File: config.mk
export PLATFORM = sky130hd
export DESIGN_NAME = lz77bp_ctrl
export DESIGN_NICKNAME = d
export VERILOG_FILES = /design/src/rtl/core/lz77bp_pkg.sv /design/src/rtl/core/lz77bp_ctrl.sv
export SDC_FILE = /design/constraint.sdc
export NUM_CORES = 1
export LEC_CHECK = 0
export BUFFER_PORTS_ARGS = -buffer_cell sky130_fd_sc_hd__buf_2
export CAP_MARGIN = 20
export CORE_AREA = 2 2 39 41
export DETAILED_ROUTE_END_ITERATION = 6
export DIE_AREA = 0 0 41 43
export PLACE_DENSITY = 0.75
export SETUP_SLACK_MARGIN = 0.05
export SLEW_MARGIN = 40
export SYNTH_ARGS = -nofsm -noshare
export SYNTH_HDL_FRONTEND = slang
export SYNTH_SLANG_ARGS = --single-unit
export TNS_END_PERCENT = 20
File: constraint.sdc
create_clock -name clk -period 3.6 [get_ports clk]
set_input_delay 0.54 -clock clk [delete_from_list [all_inputs] [get_ports clk]]
set_output_delay 0.54 -clock clk [all_outputs]
set_load 0.005 [all_outputs]
File: src/rtl/core/lz77bp_pkg.sv
package lz77bp_pkg;

    localparam int WINDOW_DEPTH = 2048;
    localparam int WIN_AW       = $clog2(WINDOW_DEPTH);
    localparam int DIST_W       = 11;
    localparam int CNT_W        = 4;

    localparam logic [DIST_W-1:0] PRODUCED_MAX = 11'h7FF;
    localparam logic [7:0]        SPACE_BYTE   = 8'h20;
    localparam logic [7:0]        FOLD_MASK    = 8'h80;
    localparam logic [CNT_W-1:0]  LEN_BIAS     = 4'd3;

    localparam logic [1:0] EMIT_IN    = 2'd0;
    localparam logic [1:0] EMIT_SPACE = 2'd1;
    localparam logic [1:0] EMIT_PEND  = 2'd2;
    localparam logic [1:0] EMIT_MEM   = 2'd3;

    typedef struct packed {
        logic       emit;
        logic [1:0] emit_sel;
        logic       emit_last;
        logic       load_raw;
        logic       dec_raw;
        logic       load_high;
        logic       load_pair;
        logic       load_pend;
        logic       dec_count;
        logic       mem_rd;
        logic       clear;
    } lz_cmd_t;

    typedef struct packed {
        logic is_lit;
        logic is_raw;
        logic is_space;
        logic dist_ok;
        logic raw_done;
        logic copy_done;
        logic slot_free;
        logic eor_hold;
    } lz_status_t;

endpackage

File: src/rtl/core/lz77bp_ctrl.sv
module lz77bp_ctrl (
    input  logic                   clk,
    input  logic                   rst_n,
    input  logic                   s_axis_tvalid,
    input  logic                   s_axis_tlast,
    output logic                   s_axis_tready,
    input  lz77bp_pkg::lz_status_t stat,
    output lz77bp_pkg::lz_cmd_t    cmd
);
    import lz77bp_pkg::*;

    localparam logic [1:0] ST_IDLE    = 2'd0;
    localparam logic [1:0] ST_SPACE2  = 2'd1;
    localparam logic [1:0] ST_COPY_RD = 2'd2;
    localparam logic [1:0] ST_COPY_WR = 2'd3;

    localparam logic [1:0] PH_CMD  = 2'd0;
    localparam logic [1:0] PH_RAW  = 2'd1;
    localparam logic [1:0] PH_PAIR = 2'd2;

    logic [1:0] state_reg, state_next;
    logic [1:0] phase_reg, phase_next;

    always_ff @(posedge clk or negedge rst_n)
    begin
        if (!rst_n)
        begin
            state_reg <= ST_IDLE;
            phase_reg <= PH_CMD;
        end
        else
        begin
            state_reg <= state_next;
            phase_reg <= phase_next;
        end
    end

    always_comb
    begin
        state_next    = state_reg;
        phase_next    = phase_reg;
        cmd           = '0;
        cmd.emit_sel  = EMIT_IN;
        s_axis_tready = 1'b0;
        case (state_reg)
            ST_IDLE:
            begin
                s_axis_tready = stat.slot_free;
                if (s_axis_tvalid && stat.slot_free)
                begin
                    case (phase_reg)
                        PH_RAW:
                        begin
                            cmd.emit      = 1'b1;
                            cmd.emit_last = 1'b1;
                            cmd.dec_raw   = 1'b1;
                            if (stat.raw_done)
                                phase_next = PH_CMD;
                        end
                        PH_PAIR:
                        begin
                            phase_next    = PH_CMD;
                            cmd.load_pair = 1'b1;
                            if (stat.dist_ok)
                                state_next = ST_COPY_RD;
                        end
                        default:
                        begin
                            if (stat.is_lit)
                            begin
                                cmd.emit      = 1'b1;
                                cmd.emit_last = 1'b1;
                            end
                            else if (stat.is_raw)
                            begin
                                cmd.load_raw = 1'b1;
                                phase_next   = PH_RAW;
                            end
                            else if (stat.is_space)
                            begin
                                cmd.emit      = 1'b1;
                                cmd.emit_sel  = EMIT_SPACE;
                                cmd.load_pend = 1'b1;
                                state_next    = ST_SPACE2;
                            end
                            else
                            begin
                                cmd.load_high = 1'b1;
                                phase_next    = PH_PAIR;
                            end
                        end
                    endcase
                    if (s_axis_tlast && state_next == ST_IDLE)
                    begin
                        cmd.clear  = 1'b1;
                        phase_next = PH_CMD;
                    end
                end
            end
            ST_SPACE2:
            begin
                if (stat.slot_free)
                begin
                    cmd.emit      = 1'b1;
                    cmd.emit_sel  = EMIT_PEND;
                    cmd.emit_last = 1'b1;
                    cmd.clear     = stat.eor_hold;
                    state_next    = ST_IDLE;
                end
            end
            ST_COPY_RD:
            begin
                cmd.mem_rd = 1'b1;
                state_next = ST_COPY_WR;
            end
            default:
            begin
                if (stat.slot_free)
                begin
                    cmd.emit      = 1'b1;
                    cmd.emit_sel  = EMIT_MEM;
                    cmd.emit_last = stat.copy_done;
                    cmd.dec_count = 1'b1;
                    if (stat.copy_done)
                    begin
                        cmd.clear  = stat.eor_hold;
                        state_next = ST_IDLE;
                    end
                    else
                        state_next = ST_COPY_RD;
                end
            end
        endcase
    end

endmodule

* Word level (Yosys, flattened, before mapping)
Cells that the tools add are included.
W data, S select, Z words.
** Storage, ports and cells
- Register bits :: 4
- Output and inout bits :: 13
** Operators by class
- Equality and inequality tests :: 9
- Multiplexer cells :: 54
- Reduce and logical (&&, ||, !) cells :: 9
** Operators by type and width (number)
- $mux W2 :: 17
- $mux W1 :: 24
- $pmux W4 S3 :: 1
- $mux W9 :: 1
- $mux W4 :: 2
- $pmux W2 S2 :: 2
- $mux W3 :: 2
- $pmux W2 S3 :: 1
- $mux W5 :: 1
- $ne A5 B1 Y1 const B :: 1
- $reduce_and A5 Y1 :: 1
- $eq A2 B1 Y1 const B :: 2
- $eq A2 B2 Y1 const B :: 2
- $logic_not A2 Y1 :: 2
- $ne A2 B2 Y1 const B :: 2
- $ne A4 B1 Y1 const B :: 1
- $pmux W1 S2 :: 2
- $ne A3 B3 Y1 const B :: 1
- $pmux W1 S3 :: 1
- $reduce_and A3 Y1 :: 1
- $reduce_bool A3 Y1 :: 1
- $reduce_or A3 Y1 :: 1
- $logic_and A1 B1 Y1 :: 2
- $reduce_or A2 Y1 :: 1

* Longest topological paths before layout
- Depth in word-level cells :: 11
- Gate-level depth with buffers :: 7
- Mapped depth without buffers :: 6

* Worst setup path before layout
No wires, ideal clock.
- Path kind :: register to output
- Start :: reg phase_reg[0]
- End :: out cmd[0] in the netlist's numbering
- Data arrival time :: 1452 ps
- Data required time :: 3060 ps
- Slack :: 1608 ps
- Cell stages (with the launch flop) :: 7
- Buffers on the path :: 1
- Path through :: dfrtp_1 inv_1 ha_1 clkbuf_1 nand2_1 o2111ai_1 o2bb2ai_1
** RTL lines
- start, declared :: line lz77bp_ctrl.sv:22 : logic [1:0] phase_reg, phase_next;
- start signal, assigned :: line lz77bp_ctrl.sv:34 : phase_reg <= phase_next;
- end, declared :: line lz77bp_ctrl.sv:8 : output lz77bp_pkg::lz_cmd_t cmd

==> metrics.txt <==
GR Util met2=0.197; mux contribution to synthesized area=0; final hold violations=0; DRT Wirelength=1.12 mm; synth top area cells=dfrtp_1, nor2_1, o2111ai_1, and4bb_2, ha_1; proportion of power drawn by the clock network=0.138; busiest grt layer=met2; die span in y=43 um; routability cong.=0.835; syn_nets=71; FF+latch area=100 um2; Netlist cell types=27; CTS tree=done; Worst-Skew Late Latency=230 ps; Mapped Cells=57; Worst-path clk slew=40 ps; Final Skew=0.165 ps; fmax=413 MHz; relative slew slack=0.759; H-tree depth=1; GRT met3 Usage=0.0314; most numerous cell in the Yosys netlist=nor2_1; largest net degree at the start of global routing=12; Synth Area in XOR/XNOR=0; core area=1380 um2; Initial DRC Count=14; footprint of the multi-input gates=327 um2; hold crit path type=in -> async; Layout area overhead=35.1%; Compound-Gate Fraction of Synth Area=0.323; largest family of logic cells by synthesized area=simple AND/OR/NAND/NOR gates; initial antenna violation count=0; Fin Hold WS=102 ps; Synth Area in Adders=0.0552; FP Rows=14; Port Buffers=24; list of most frequent post-synthesis cells=nor2_1, inv_1, nand2_1; unrepaired setup endpoints after global routing=no; Slew Viols, Final=0; fraction of registers with async set/reset=1.00; number of max-cap violations=0; post-synthesis sequential area ratio=0.221; combinational share of power=0.636; WP data required=3060 ps; Seq cells post-synth=4; sequential share of power=0.226; slew of the pin with the lowest slew margin=361 ps; clock tree buffer depth=2; Routed Antenna Nets=0; Internal Power=212 uW; kind of end point of the critical path=output pin; leakage power=0.000318 uW; fill cell count=140; status=finished, final reports clean; share of layout cells above drive strength 1=0.398; worst vdd ir=0.377 mV; Clock Sink Count=4; wire per inst=11.3 um; area share of the largest cell type after synthesis=0.221; post-synth top area cell=dfrtp_1; number of global-route vias before repair=413; Die ar.=1760 um2; Synth Flop Type=dfrtp_1; fin crit share=0.673; Initial Util=0.327; DR pass1 iterations=5; DP Worst Slack=1440 ps; Simple-Gate Fraction of Synth Area=0.343; Switching Share=0.467; Tot GR Track Use=0.144; PostCTS Resize Cnt=0; fin nets=99; root buf cell=clkbuf_4; syn avg cell area=7.95 um2; die extent in x=41 um; Setup TNS=0 ps; GRT overflow=0; IO Count=25; TritonCTS Buffers=3; min cycle time layout=2420 ps; DRC errors left=0; Antenna Cells=0; final setup fails=0; routed vias/inst=5.29; first-pass GRT wire length=1.70 mm; crit-path max FO=11; startpoint types=register; PD cells=651 nW/um2; vias=524; Yosys warning total=0; Setup WS post-layout=1180 ps; WS Path Type=reg -> out; Post-synth EDFFs=0; crit path DAT=1880 ps; cts-stage hold buffer count=0; mapped cell area=453 um2; Global Route met1 Usage=0.193; switching pwr=186 uW; Final HPWL DP=923 um; setup bufs post-CTS=0
==> placed cells by master, fill, tap and decap left out, drive strengths merged <==
| master | n |
|---|---|
| dfrtp | 4 |
| o2111a | 1 |
| o21ai | 4 |
| o22ai | 1 |
| nand2b | 1 |
| o211ai | 1 |
| inv | 6 |
| nor3b | 1 |
| and2 | 3 |
| nor2 | 7 |
| or4b | 1 |
| nor3 | 1 |
| nand3 | 1 |
| o21a | 1 |
| o2111ai | 3 |
| o32a | 1 |
| ha | 2 |
| nand2 | 6 |
| o21bai | 1 |
| clkbuf | 3 |
| a21o | 1 |
| a21oi | 1 |
| and4bb | 2 |
| o2bb2ai | 2 |
| nand3b | 3 |
| nor2b | 1 |
| buf | 24 |
==> worst paths after layout <==
path,cells past startpoint,startpoint,end,slack (ps)
setup / recovery,6,phase_reg[0],cmd[0],1180
hold / removal,1,rst_n,state_reg[1],100
setup reg to reg,6,phase_reg[0],phase_reg[0],1770
hold reg to reg,1,state_reg[0],state_reg[1],560
max in group asynchronous,1,rst_n,phase_reg[0],3380
min in group clk,1,state_reg[0],state_reg[1],560
==> cell type report <==
cell class              instances  share of cell area
well taps                      16              0.0327
repair buffers                 24               0.196
clock buffers                   3              0.0368
flip-flops and latches          4               0.164
inverters                       6              0.0368
multi-input cells              46               0.534
==> through the flow <==
stage | util | instance area (um2) | power (uW) | std cells
detailed placement | 0.426 | 589 | 344 | 96
global placement | 0.426 | 589 | 336 | 96
global route | 0.442 | 612 | 438 | 99
CTS | 0.442 | 612 | 403 | 99
finish | 0.442 | 612 | 398 | 99
floorplan | - | 453 | 270 | 57
==> power by group through the flow <==
stage	Clock (uW)	Combinational (uW)	Sequential, uW
final	54.9	253	90.2
after global routing	62.9	283	92.8
after CTS	59.4	254	89.5
after detailed placement	0	253	90.0
after global placement	0	246	89.4
after floorplan	0	185	84.3
==> worst max-delay path, stage by stage, from the launching register on <==
cell	delay (ps)
dfrtp_1	350
inv_1	70
ha_1	420
and4bb_2	270
o32a_1	260
o2bb2ai_1	150
buf_2	120
==> routing by layer <==
| layer | part of all wire | up-vias |
|---|---|---|
| li1 | - | 265 |
| met5 | 0 | - |
| met1 | 0.44 | 247 |
| met2 | 0.51 | 12 |
| met3 | 0.052 | 0 |
| met4 | 0 | 0 |
==> kinds of logic after synthesis <==
kind of cell,after synthesis
buffers and inverters,7
adders and majority gates,2
AOI/OAI and AO/OA,17
and+or+nand+nor,27
DFF,4
Note: power is estimated with default switching activity, not from simulation.
